$ cat src/design/abc_ntp_pkg.sv
`timescale 1ns / 1ps
// ----------------------------------------------------------------------------
// abc_ntp_pkg
// shared types, character codes and helpers for the abc note token parser
// ----------------------------------------------------------------------------
package abc_ntp_pkg;

    typedef logic [7:0]         t_char;
    typedef logic signed [11:0] t_pitch;
    typedef logic [3:0]         t_len_code;
    typedef logic [7:0]         t_cfg_data;
    typedef logic [2:0]         t_len_count;
    typedef logic [9:0]         t_len_value;
    typedef logic [1:0]         t_line_pos;

    // configuration register indexes
    typedef enum logic [0:0] {
        CFG_REST_CODE     = 1'b0,
        CFG_NO_PITCH_CODE = 1'b1
    } t_cfg_index;

    // character categories, in their ordering
    typedef enum logic [2:0] {
        KIND_NONE   = 3'd0,
        KIND_ACC    = 3'd1,
        KIND_PITCH  = 3'd2,
        KIND_OCTAVE = 3'd3,
        KIND_LENGTH = 3'd4
    } t_kind;

    localparam t_len_count LENGTH_CHARS_KEPT = 3'd7;
    localparam t_len_value LEN_VALUE_MAX     = 10'd1023;

    localparam t_cfg_data REST_CODE_RESET     = 8'd255;
    localparam t_cfg_data NO_PITCH_CODE_RESET = 8'd254;

    localparam t_char CH_NEWLINE = 8'd10;
    localparam t_char CH_K       = 8'h4B;
    localparam t_char CH_COLON   = 8'h3A;
    localparam t_char CH_PERCENT = 8'h25;
    localparam t_char CH_SLASH   = 8'h2F;
    localparam t_char CH_CARET   = 8'h5E;
    localparam t_char CH_EQUALS  = 8'h3D;
    localparam t_char CH_UNDER   = 8'h5F;
    localparam t_char CH_QUOTE   = 8'h27;
    localparam t_char CH_COMMA   = 8'h2C;
    localparam t_char CH_ZERO    = 8'h30;
    localparam t_char CH_NINE    = 8'h39;

    localparam t_len_code LEN_CODE_WHOLE   = 4'd5;
    localparam t_len_code LEN_CODE_HALF    = 4'd4;
    localparam t_len_code LEN_CODE_INVALID = 4'd10;

    // length code from the gathered length characters
    function automatic t_len_code length_code(
        input t_len_count count,
        input logic       first_slash,
        input t_len_value value
    );
        t_len_code code;
        code = LEN_CODE_INVALID;
        if (count == '0) begin
            code = LEN_CODE_WHOLE;
        end else if (first_slash) begin
            if (count == 3'd1) begin
                code = LEN_CODE_HALF;
            end else begin
                case (value)
                    10'd32:  code = 4'd0;
                    10'd16:  code = 4'd1;
                    10'd8:   code = 4'd2;
                    10'd4:   code = 4'd3;
                    10'd2:   code = 4'd4;
                    10'd1:   code = 4'd5;
                    default: code = LEN_CODE_INVALID;
                endcase
            end
        end else begin
            case (value)
                10'd1:   code = 4'd5;
                10'd2:   code = 4'd6;
                10'd4:   code = 4'd7;
                10'd8:   code = 4'd8;
                10'd16:  code = 4'd9;
                default: code = LEN_CODE_INVALID;
            endcase
        end
        return code;
    endfunction

    // saturating step of a signed 8-bit sum by -1, 0 or +1
    function automatic logic signed [7:0] sat_step(
        input logic signed [7:0] acc,
        input logic              up,
        input logic              down
    );
        logic signed [7:0] res;
        res = acc;
        if (up && acc != 8'sd127) begin
            res = acc + 8'sd1;
        end else if (down && acc != -8'sd128) begin
            res = acc - 8'sd1;
        end
        return res;
    endfunction

endpackage

$ cat src/design/abc_ntp_char_if.sv
`timescale 1ns / 1ps
// ----------------------------------------------------------------------------
// abc_ntp_char_if
// character stream channel, valid/ready handshake
// ----------------------------------------------------------------------------
interface abc_ntp_char_if;
    import abc_ntp_pkg::*;

    logic  valid;
    logic  ready;
    t_char char_code;

    modport source (output valid, output char_code, input ready);
    modport sink   (input valid, input char_code, output ready);
endinterface

$ cat src/design/abc_ntp_note_if.sv
`timescale 1ns / 1ps
// ----------------------------------------------------------------------------
// abc_ntp_note_if
// note result channel, valid/ready handshake
// ----------------------------------------------------------------------------
interface abc_ntp_note_if;
    import abc_ntp_pkg::*;

    logic      valid;
    logic      ready;
    t_pitch    note_pitch;
    t_len_code note_length_code;

    modport source (output valid, output note_pitch, output note_length_code, input ready);
    modport sink   (input valid, input note_pitch, input note_length_code, output ready);
endinterface

$ cat src/design/abc_note_token_parser_core.sv
`timescale 1ns / 1ps
// ----------------------------------------------------------------------------
// abc_note_token_parser_core
// turns abc music text, one character per transaction, into notes
// ----------------------------------------------------------------------------
//  channel   | direction | payload                          | handshake
//  ----------+-----------+----------------------------------+-------------
//  i_char    | in        | char_code [7:0]                  | valid/ready
//  o_note    | out       | note_pitch [11:0] s, length [3:0] | valid/ready
//  i_cfg_*   | in        | index [0:0], data [7:0]          | write enable
//
//  one character is taken per cycle unless a stalled sink holds a note;
//  the parse state is updated in the same cycle and a finished note
//  lands in the output register; a new character is taken whenever the
//  output register is empty or is being emptied in that cycle
//  synchronous active-low reset returns the parser to the header search,
//  rest code 255, no-pitch code 254
// ----------------------------------------------------------------------------
module abc_note_token_parser_core (
    input  logic                    i_clk,
    input  logic                    i_rst_n,
    abc_ntp_char_if.sink            i_char,
    abc_ntp_note_if.source          o_note,
    input  logic                    i_cfg_we,
    input  abc_ntp_pkg::t_cfg_index i_cfg_index,
    input  abc_ntp_pkg::t_cfg_data  i_cfg_data
);
    import abc_ntp_pkg::*;

    // configuration
    t_cfg_data r_rest_code;
    t_cfg_data r_no_pitch_code;

    // line and header tracking
    logic      r_header_seen,  n_header_seen;
    t_line_pos r_line_pos,     n_line_pos;
    logic      r_first_was_k,  n_first_was_k;
    logic      r_skip_line,    n_skip_line;
    t_kind     r_last_kind,    n_last_kind;

    // note being gathered
    logic [7:0]        r_note_base,   n_note_base;
    logic signed [7:0] r_note_acc,    n_note_acc;
    logic signed [7:0] r_note_oct,    n_note_oct;
    logic              r_note_present, n_note_present;
    t_len_count        r_len_count,   n_len_count;
    logic              r_len_slash,   n_len_slash;
    t_len_value        r_len_value,   n_len_value;
    logic              r_len_done,    n_len_done;

    // output register
    logic      r_out_valid;
    t_pitch    r_out_pitch;
    t_len_code r_out_len;

    logic       accept;
    logic       emit;
    t_char      c;
    t_kind      kind;
    logic       delta_up;
    logic       delta_down;
    logic [7:0] pitch_base;
    logic       is_digit;
    logic       start_new;
    logic [13:0] len_next;
    t_pitch     acc_x;
    t_pitch     oct_x;
    t_pitch     note_pitch;

    assign i_char.ready = !r_out_valid || o_note.ready;
    assign accept       = i_char.valid && i_char.ready;
    assign c            = i_char.char_code;

    assign o_note.valid            = r_out_valid;
    assign o_note.note_pitch       = r_out_pitch;
    assign o_note.note_length_code = r_out_len;

    // pitch of the gathered note: base + accidentals + 12 * octaves
    assign acc_x      = {{4{r_note_acc[7]}}, r_note_acc};
    assign oct_x      = {{4{r_note_oct[7]}}, r_note_oct};
    assign note_pitch = {4'b0, r_note_base} + acc_x + (oct_x <<< 3) + (oct_x <<< 2);

    // value * 10 plus new digit, saturated later
    assign len_next = {1'b0, r_len_value, 3'b0} + {3'b0, r_len_value, 1'b0}
                    + {10'b0, 4'(c - CH_ZERO)};

    // character classification
    always_comb begin
        kind       = KIND_NONE;
        delta_up   = 1'b0;
        delta_down = 1'b0;
        pitch_base = '0;
        is_digit   = (c >= CH_ZERO) && (c <= CH_NINE);
        case (c)
            CH_CARET:  begin kind = KIND_ACC; delta_up = 1'b1; end
            CH_EQUALS: kind = KIND_ACC;
            CH_UNDER:  begin kind = KIND_ACC; delta_down = 1'b1; end
            "C": begin kind = KIND_PITCH; pitch_base = 8'd0;  end
            "D": begin kind = KIND_PITCH; pitch_base = 8'd2;  end
            "E": begin kind = KIND_PITCH; pitch_base = 8'd4;  end
            "F": begin kind = KIND_PITCH; pitch_base = 8'd5;  end
            "G": begin kind = KIND_PITCH; pitch_base = 8'd7;  end
            "A": begin kind = KIND_PITCH; pitch_base = 8'd9;  end
            "B": begin kind = KIND_PITCH; pitch_base = 8'd11; end
            "c": begin kind = KIND_PITCH; pitch_base = 8'd12; end
            "d": begin kind = KIND_PITCH; pitch_base = 8'd14; end
            "e": begin kind = KIND_PITCH; pitch_base = 8'd16; end
            "f": begin kind = KIND_PITCH; pitch_base = 8'd17; end
            "g": begin kind = KIND_PITCH; pitch_base = 8'd19; end
            "a": begin kind = KIND_PITCH; pitch_base = 8'd21; end
            "b": begin kind = KIND_PITCH; pitch_base = 8'd23; end
            "z", "Z", "x": begin kind = KIND_PITCH; pitch_base = r_rest_code; end
            CH_QUOTE:  begin kind = KIND_OCTAVE; delta_up = 1'b1; end
            CH_COMMA:  begin kind = KIND_OCTAVE; delta_down = 1'b1; end
            default: begin
                if (is_digit || c == CH_SLASH) begin
                    kind = KIND_LENGTH;
                end
            end
        endcase
    end

    // category falls back, or a second pitch: the note so far is finished
    assign start_new = (kind != KIND_PITCH && kind < r_last_kind)
                    || (kind == KIND_PITCH && kind <= r_last_kind);

    // next parse state
    always_comb begin
        n_header_seen  = r_header_seen;
        n_line_pos     = r_line_pos;
        n_first_was_k  = r_first_was_k;
        n_skip_line    = r_skip_line;
        n_last_kind    = r_last_kind;
        n_note_base    = r_note_base;
        n_note_acc     = r_note_acc;
        n_note_oct     = r_note_oct;
        n_note_present = r_note_present;
        n_len_count    = r_len_count;
        n_len_slash    = r_len_slash;
        n_len_value    = r_len_value;
        n_len_done     = r_len_done;
        emit           = 1'b0;

        if (c == CH_NEWLINE) begin
            emit           = r_header_seen && !r_skip_line && r_note_present;
            n_note_base    = r_no_pitch_code;
            n_note_acc     = '0;
            n_note_oct     = '0;
            n_note_present = 1'b0;
            n_len_count    = '0;
            n_len_slash    = 1'b0;
            n_len_value    = '0;
            n_len_done     = 1'b0;
            n_last_kind    = KIND_NONE;
            n_skip_line    = 1'b0;
            n_line_pos     = '0;
            n_first_was_k  = 1'b0;
        end else begin
            if (r_line_pos != 2'd2) begin
                n_line_pos = r_line_pos + 2'd1;
            end
            if (!r_header_seen) begin
                // waiting for a line starting with K:
                if (r_line_pos == 2'd0) begin
                    n_first_was_k = (c == CH_K);
                end else if (r_line_pos == 2'd1 && r_first_was_k && c == CH_COLON) begin
                    n_header_seen = 1'b1;
                    n_skip_line   = 1'b1;
                end
            end else if (!r_skip_line) begin
                if (c == CH_PERCENT) begin
                    // comment: flush and ignore the rest of the line
                    emit           = r_note_present;
                    n_note_base    = r_no_pitch_code;
                    n_note_acc     = '0;
                    n_note_oct     = '0;
                    n_note_present = 1'b0;
                    n_len_count    = '0;
                    n_len_slash    = 1'b0;
                    n_len_value    = '0;
                    n_len_done     = 1'b0;
                    n_last_kind    = KIND_NONE;
                    n_skip_line    = 1'b1;
                end else if (kind != KIND_NONE) begin
                    if (start_new) begin
                        emit        = r_note_present;
                        n_note_base = r_no_pitch_code;
                        n_note_acc  = '0;
                        n_note_oct  = '0;
                        n_len_count = '0;
                        n_len_slash = 1'b0;
                        n_len_value = '0;
                        n_len_done  = 1'b0;
                    end
                    unique case (kind)
                        KIND_ACC:    n_note_acc  = sat_step(n_note_acc, delta_up, delta_down);
                        KIND_PITCH:  n_note_base = pitch_base;
                        KIND_OCTAVE: n_note_oct  = sat_step(n_note_oct, delta_up, delta_down);
                        default: begin
                            // length character, only the first few are kept
                            if (n_len_count < LENGTH_CHARS_KEPT) begin
                                if (c == CH_SLASH) begin
                                    if (n_len_count == '0) begin
                                        n_len_slash = 1'b1;
                                    end else begin
                                        n_len_done = 1'b1;
                                    end
                                end else if (!n_len_done) begin
                                    // after a fresh note the value is zero, so
                                    // the digit alone is the new value
                                    if (start_new) begin
                                        n_len_value = 10'(c - CH_ZERO);
                                    end else if (len_next > 14'(LEN_VALUE_MAX)) begin
                                        n_len_value = LEN_VALUE_MAX;
                                    end else begin
                                        n_len_value = len_next[9:0];
                                    end
                                end
                                n_len_count = n_len_count + 3'd1;
                            end
                        end
                    endcase
                    n_note_present = 1'b1;
                    n_last_kind    = kind;
                end
            end
        end
    end

    // configuration registers
    always_ff @(posedge i_clk) begin
        if (!i_rst_n) begin
            r_rest_code     <= REST_CODE_RESET;
            r_no_pitch_code <= NO_PITCH_CODE_RESET;
        end else if (i_cfg_we) begin
            unique case (i_cfg_index)
                CFG_REST_CODE:     r_rest_code     <= i_cfg_data;
                CFG_NO_PITCH_CODE: r_no_pitch_code <= i_cfg_data;
                default: ;
            endcase
        end
    end

    // parse state
    always_ff @(posedge i_clk) begin
        if (!i_rst_n) begin
            r_header_seen  <= 1'b0;
            r_line_pos     <= '0;
            r_first_was_k  <= 1'b0;
            r_skip_line    <= 1'b0;
            r_last_kind    <= KIND_NONE;
            r_note_base    <= NO_PITCH_CODE_RESET;
            r_note_acc     <= '0;
            r_note_oct     <= '0;
            r_note_present <= 1'b0;
            r_len_count    <= '0;
            r_len_slash    <= 1'b0;
            r_len_value    <= '0;
            r_len_done     <= 1'b0;
        end else if (accept) begin
            r_header_seen  <= n_header_seen;
            r_line_pos     <= n_line_pos;
            r_first_was_k  <= n_first_was_k;
            r_skip_line    <= n_skip_line;
            r_last_kind    <= n_last_kind;
            r_note_base    <= n_note_base;
            r_note_acc     <= n_note_acc;
            r_note_oct     <= n_note_oct;
            r_note_present <= n_note_present;
            r_len_count    <= n_len_count;
            r_len_slash    <= n_len_slash;
            r_len_value    <= n_len_value;
            r_len_done     <= n_len_done;
        end
    end

    // output register
    always_ff @(posedge i_clk) begin
        if (!i_rst_n) begin
            r_out_valid <= 1'b0;
        end else if (accept && emit) begin
            r_out_valid <= 1'b1;
        end else if (o_note.ready) begin
            r_out_valid <= 1'b0;
        end
    end

    always_ff @(posedge i_clk) begin
        if (accept && emit) begin
            r_out_pitch <= note_pitch;
            r_out_len   <= length_code(r_len_count, r_len_slash, r_len_value);
        end
    end

endmodule

$ cat src/flat_wrapper.sv
// flat-port wrapper written by rule: the top's interface ports become plain ports
module abc_note_token_parser_core_flat import abc_ntp_pkg::*;
  (i_clk, i_rst_n, i_cfg_we, i_cfg_index, i_cfg_data, i_char_valid, i_char_char_code, i_char_ready, o_note_valid, o_note_note_pitch, o_note_note_length_code, o_note_ready);
  abc_ntp_char_if i_char_i ();
  abc_ntp_note_if o_note_i ();
  input  logic i_clk;
  input  logic i_rst_n;
  input  logic i_cfg_we;
  input  abc_ntp_pkg::t_cfg_index i_cfg_index;
  input  abc_ntp_pkg::t_cfg_data i_cfg_data;
  input wire logic [$bits(i_char_i.valid)-1:0] i_char_valid;
  input wire logic [$bits(i_char_i.char_code)-1:0] i_char_char_code;
  output wire logic [$bits(i_char_i.ready)-1:0] i_char_ready;
  output wire logic [$bits(o_note_i.valid)-1:0] o_note_valid;
  output wire logic [$bits(o_note_i.note_pitch)-1:0] o_note_note_pitch;
  output wire logic [$bits(o_note_i.note_length_code)-1:0] o_note_note_length_code;
  input wire logic [$bits(o_note_i.ready)-1:0] o_note_ready;
  assign i_char_i.valid = i_char_valid;
  assign i_char_i.char_code = i_char_char_code;
  assign i_char_ready = i_char_i.ready;
  assign o_note_valid = o_note_i.valid;
  assign o_note_note_pitch = o_note_i.note_pitch;
  assign o_note_note_length_code = o_note_i.note_length_code;
  assign o_note_i.ready = o_note_ready;
  abc_note_token_parser_core u_core (.i_clk(i_clk), .i_rst_n(i_rst_n), .i_char(i_char_i), .o_note(o_note_i), .i_cfg_we(i_cfg_we), .i_cfg_index(i_cfg_index), .i_cfg_data(i_cfg_data));
endmodule
$ cat config.mk
export PLATFORM = sky130hd
export DESIGN_NAME = abc_note_token_parser_core_flat
export DESIGN_NICKNAME = d
export VERILOG_FILES = /design/src/design/abc_ntp_pkg.sv /design/src/design/abc_ntp_char_if.sv /design/src/design/abc_ntp_note_if.sv /design/src/design/abc_note_token_parser_core.sv /design/src/flat_wrapper.sv
export SDC_FILE = /design/constraint.sdc
export NUM_CORES = 1
export LEC_CHECK = 0
export ABC_CLOCK_PERIOD_IN_PS = 7170
export BUFFER_PORTS_ARGS = -buffer_cell sky130_fd_sc_hd__buf_2
export CAP_MARGIN = 5
export CORE_ASPECT_RATIO = 0.8
export CORE_MARGIN = 1.5
export CORE_UTILIZATION = 48
export DETAILED_ROUTE_END_ITERATION = 16
export GPL_TIMING_DRIVEN = 0
export HOLD_SLACK_MARGIN = 0.06
export PLACE_DENSITY = 0.65
export SYNTH_ARGS = -nofsm -noshare
export SYNTH_HDL_FRONTEND = slang
export SYNTH_SLANG_ARGS = --single-unit
$ cat constraint.sdc
create_clock -name i_clk -period 7.17 [get_ports i_clk]
set_input_delay 1.434 -clock i_clk [delete_from_list [all_inputs] [get_ports i_clk]]
set_output_delay 1.434 -clock i_clk [all_outputs]
set_load 0.02 [all_outputs]
==> results.cfg <==
[status]
outcome = finished, final reports clean

[critical_path]
path_delay_family = simple AND/OR/NAND/NOR gates
cp_max_fo = 10
arrival_ns = 7.20
crit_slowest_cell = or4b_4
max_stage_delay_ns = 0.58
end_kind = flip-flop
criticalPathCategory = in -> reg
worstSetupStartpointType = input port
required_ns = 7.47
cp_num_buf_inv = 6

[clocking]
cts_tree = done
clk_latency_ns = 0.37
cts_buffers = 9
cts-root-buf = clkbuf_16
cts.path.max_buffers = 2
htreeDepth = 3
path_clk_slew_ns = 0.08
clock_sinks = 81

[finish]
fin_cells = 1078
num_antenna_cells = 0
final_common_cell = nand2_1
final_cell_mix = nand2_1 (98), dfxtp_1 (65), inv_1 (59)
fill_cells = 1297
multi_input_area_um2 = 4570
regArea_um2 = 1780
nets = 979
area_growth_pct = 11.5
drive_above_1_share_pct = 10.7

[logic_synthesis]
ys_ff_latch = 81
synth.distinct_cells = 86
syn_avg_cell_area_um2 = 8.00
ys.flop_type = dfxtp_1
yosysWarnings = 0
synth_edf_count = 16
synth_top_area_cell = dfxtp_1
synth-async-reset-ratio_pct = 0
synthesis.instances = 846
synthesis.nets = 932
synth_area_leaders = dfxtp_1 (19%), ha_1 (9.8%), edfxtp_1 (7.1%)
yosysTopAreaCellShare_pct = 19.2
syn_area_um2 = 6770
seq_area_frac_synth_pct = 26.3

[placement]
port_buffers = 36
pre_cts_ws_ns = -0.378
placed_cells = 1063
post-dp-hpwl_um = 15600
gp_congestion = 0.917

[sta]
setup_slack_ns = 0.271
period_share_pct = 96.2
setup_violations = 0
fin_skew_ns = 0.0142
max_freq_ghz = 0.145
fin_crit_ns = 6.90
final.setup.tns_ns = 0
worst_pin_slew_ns = 0.909
timing.slew.headroom_pct = 38.9
holdWs_ns = 0.465
rsz0062_at_grt = false
slew_viol_final = 0
final_hold_viol_count = 0

[power_and_ir_drop]
p_leak_nw = 3.23
ir_drop_mv = 0.147
powerDensity_nw_per_um2 = 154
finalPower_mw = 1.16

[routing]
vias_per_cell = 6.21
drt-initial-drc-count = 484
avgRoutedWirePerCell_um = 19.1
firstDrtPassIters = 5
routed-via-count = 6699
postRouteAntennaNets = 0
drcViolationCount = 0
wl_um = 20600

[grt]
antenna_found_initial = 1
grt_pass1_wl_um = 33100
grt.overflow.total = 0
grt_use_total_pct = 29.1
grt_max_degree = 17
grt_pass1_vias = 6211

[floorplanning]
die_w_um = 136
start_util_pct = 49.6
die_area_um2 = 14800
ios = 40
die_h_um = 109
core_um2 = 13600
row_count = 38

[min_path]
hold_class = reg -> reg

[job]
cap_violations = 0
report_power, final:
group	leakage [nW]	switching, mW	internal (mW)
combinational	2.40	0.106	0.0543
clock	0.162	0.223	0.299
sequential	0.674	0.00512	0.471
total	3.23	0.334	0.824
Yosys cell counts (6+ instances only):
master	instances
a21oi_1	56
nor3_1	22
nor2_1	51
a21o_1	11
or4_1	12
a22oi_1	9
o21ai_1	6
o21a_1	9
o311ai_0	7
nand3_1	33
a31oi_1	10
nor2b_1	12
nand4_1	6
a21boi_0	7
fa_1	11
clkbuf_1	28
edfxtp_1	16
nand2b_1	17
and3_1	10
nor4_1	8
xnor2_1	22
buf_2	9
o21bai_1	7
nand2_1	98
ha_1	53
a211oi_1	14
o211ai_1	14
o21ai_0	43
inv_1	59
and2_1	10
dfxtp_1	65
stage by stage:
stage,area [um^2],util (%)
after floorplan,6770,-
after global placement,7170,52.5
after detailed placement,7190,52.7
after CTS,7520,55.1
after global routing,7540,55.3
final,7540,55.3
state kept, by name, indices dropped and copies added (netlist names), 4 cells and up:
| register | flops |
|---|---|
| u_core.o_note.note_length_code | 4 |
| u_core.r_len_value | 10 |
| u_core.r_note_base | 8 |
| u_core.r_note_oct | 8 |
| u_core.r_rest_code | 8 |
| u_core.r_note_acc | 8 |
| u_core.r_no_pitch_code | 8 |
| u_core.o_note.note_pitch | 12 |
worst reg2reg max path, cell delays in order (launching register included):
cell,delay [ns]
dfxtp_1,0.32
inv_1,0.05
ha_1,0.30
nor2b_1,0.15
o21ai_1,0.11
a21oi_1,0.33
a31o_1,0.17
buf_6,0.16
buf_6,0.17
buf_2,0.29
nand2_1,0.14
inv_1,0.08
ha_1,0.28
and4_1,0.32
a21boi_0,0.19
o211ai_1,0.13
and2_2,0.26
o311a_1,0.32
or4_1,0.40
nand3_1,0.09
layout make-up:
cell class                 instances  share of cell area [%]
clock inverter                     6                    1.01
timing repair buffer              37                    2.59
sequential                        81                    23.6
clock buffer                      10                    3.32
tap                              180                    2.99
multi-input combinational        658                    60.5
buffer                            46                    2.95
inverter                          60                    2.99
path summary, 6_finish.rpt:
path	from	end	slack, ns	cells after the start
min reg2reg	u_core.r_no_pitch_code[0]	u_core.r_no_pitch_code[0]	0.47	2
max	i_char_char_code[4]	u_core.r_note_acc[3]	0.27	25
max reg2reg	u_core.r_last_kind[1]	u_core.r_note_acc[3]	2.83	19
min	u_core.r_no_pitch_code[0]	u_core.r_no_pitch_code[0]	0.47	2
what timing repair did:
item	CTS	global route
pin swaps	0	0
gates resized for setup	1	11
setup endpoints to repair	1	16
hold endpoints to repair	0	0
buffers inserted	0	0
hold buffers	0	0
cells by family after synthesis:
kind of cell / synth area share (%)
muxes: 0.906
and+or+nand+nor: 23.8
AOI/OAI and AO/OA: 25.4
buffers and inverters: 6.66
xor gates and xnor gates: 3.83
adders and majority gates: 13.1
DFF: 26.3
routing by layer:
| metal | routed length [um] | vias to the layer above | global-route usage, % |
|---|---|---|---|
| li1 | - | 3196 | - |
| met5 | 0 | - | 0 |
| met3 | 1840 | 24 | 6.69 |
| met4 | 270 | 0 | 7.99 |
| met1 | 9830 | 3186 | 41.8 |
| met2 | 8700 | 293 | 43.5 |
Note: power is estimated with default switching activity, not from simulation.
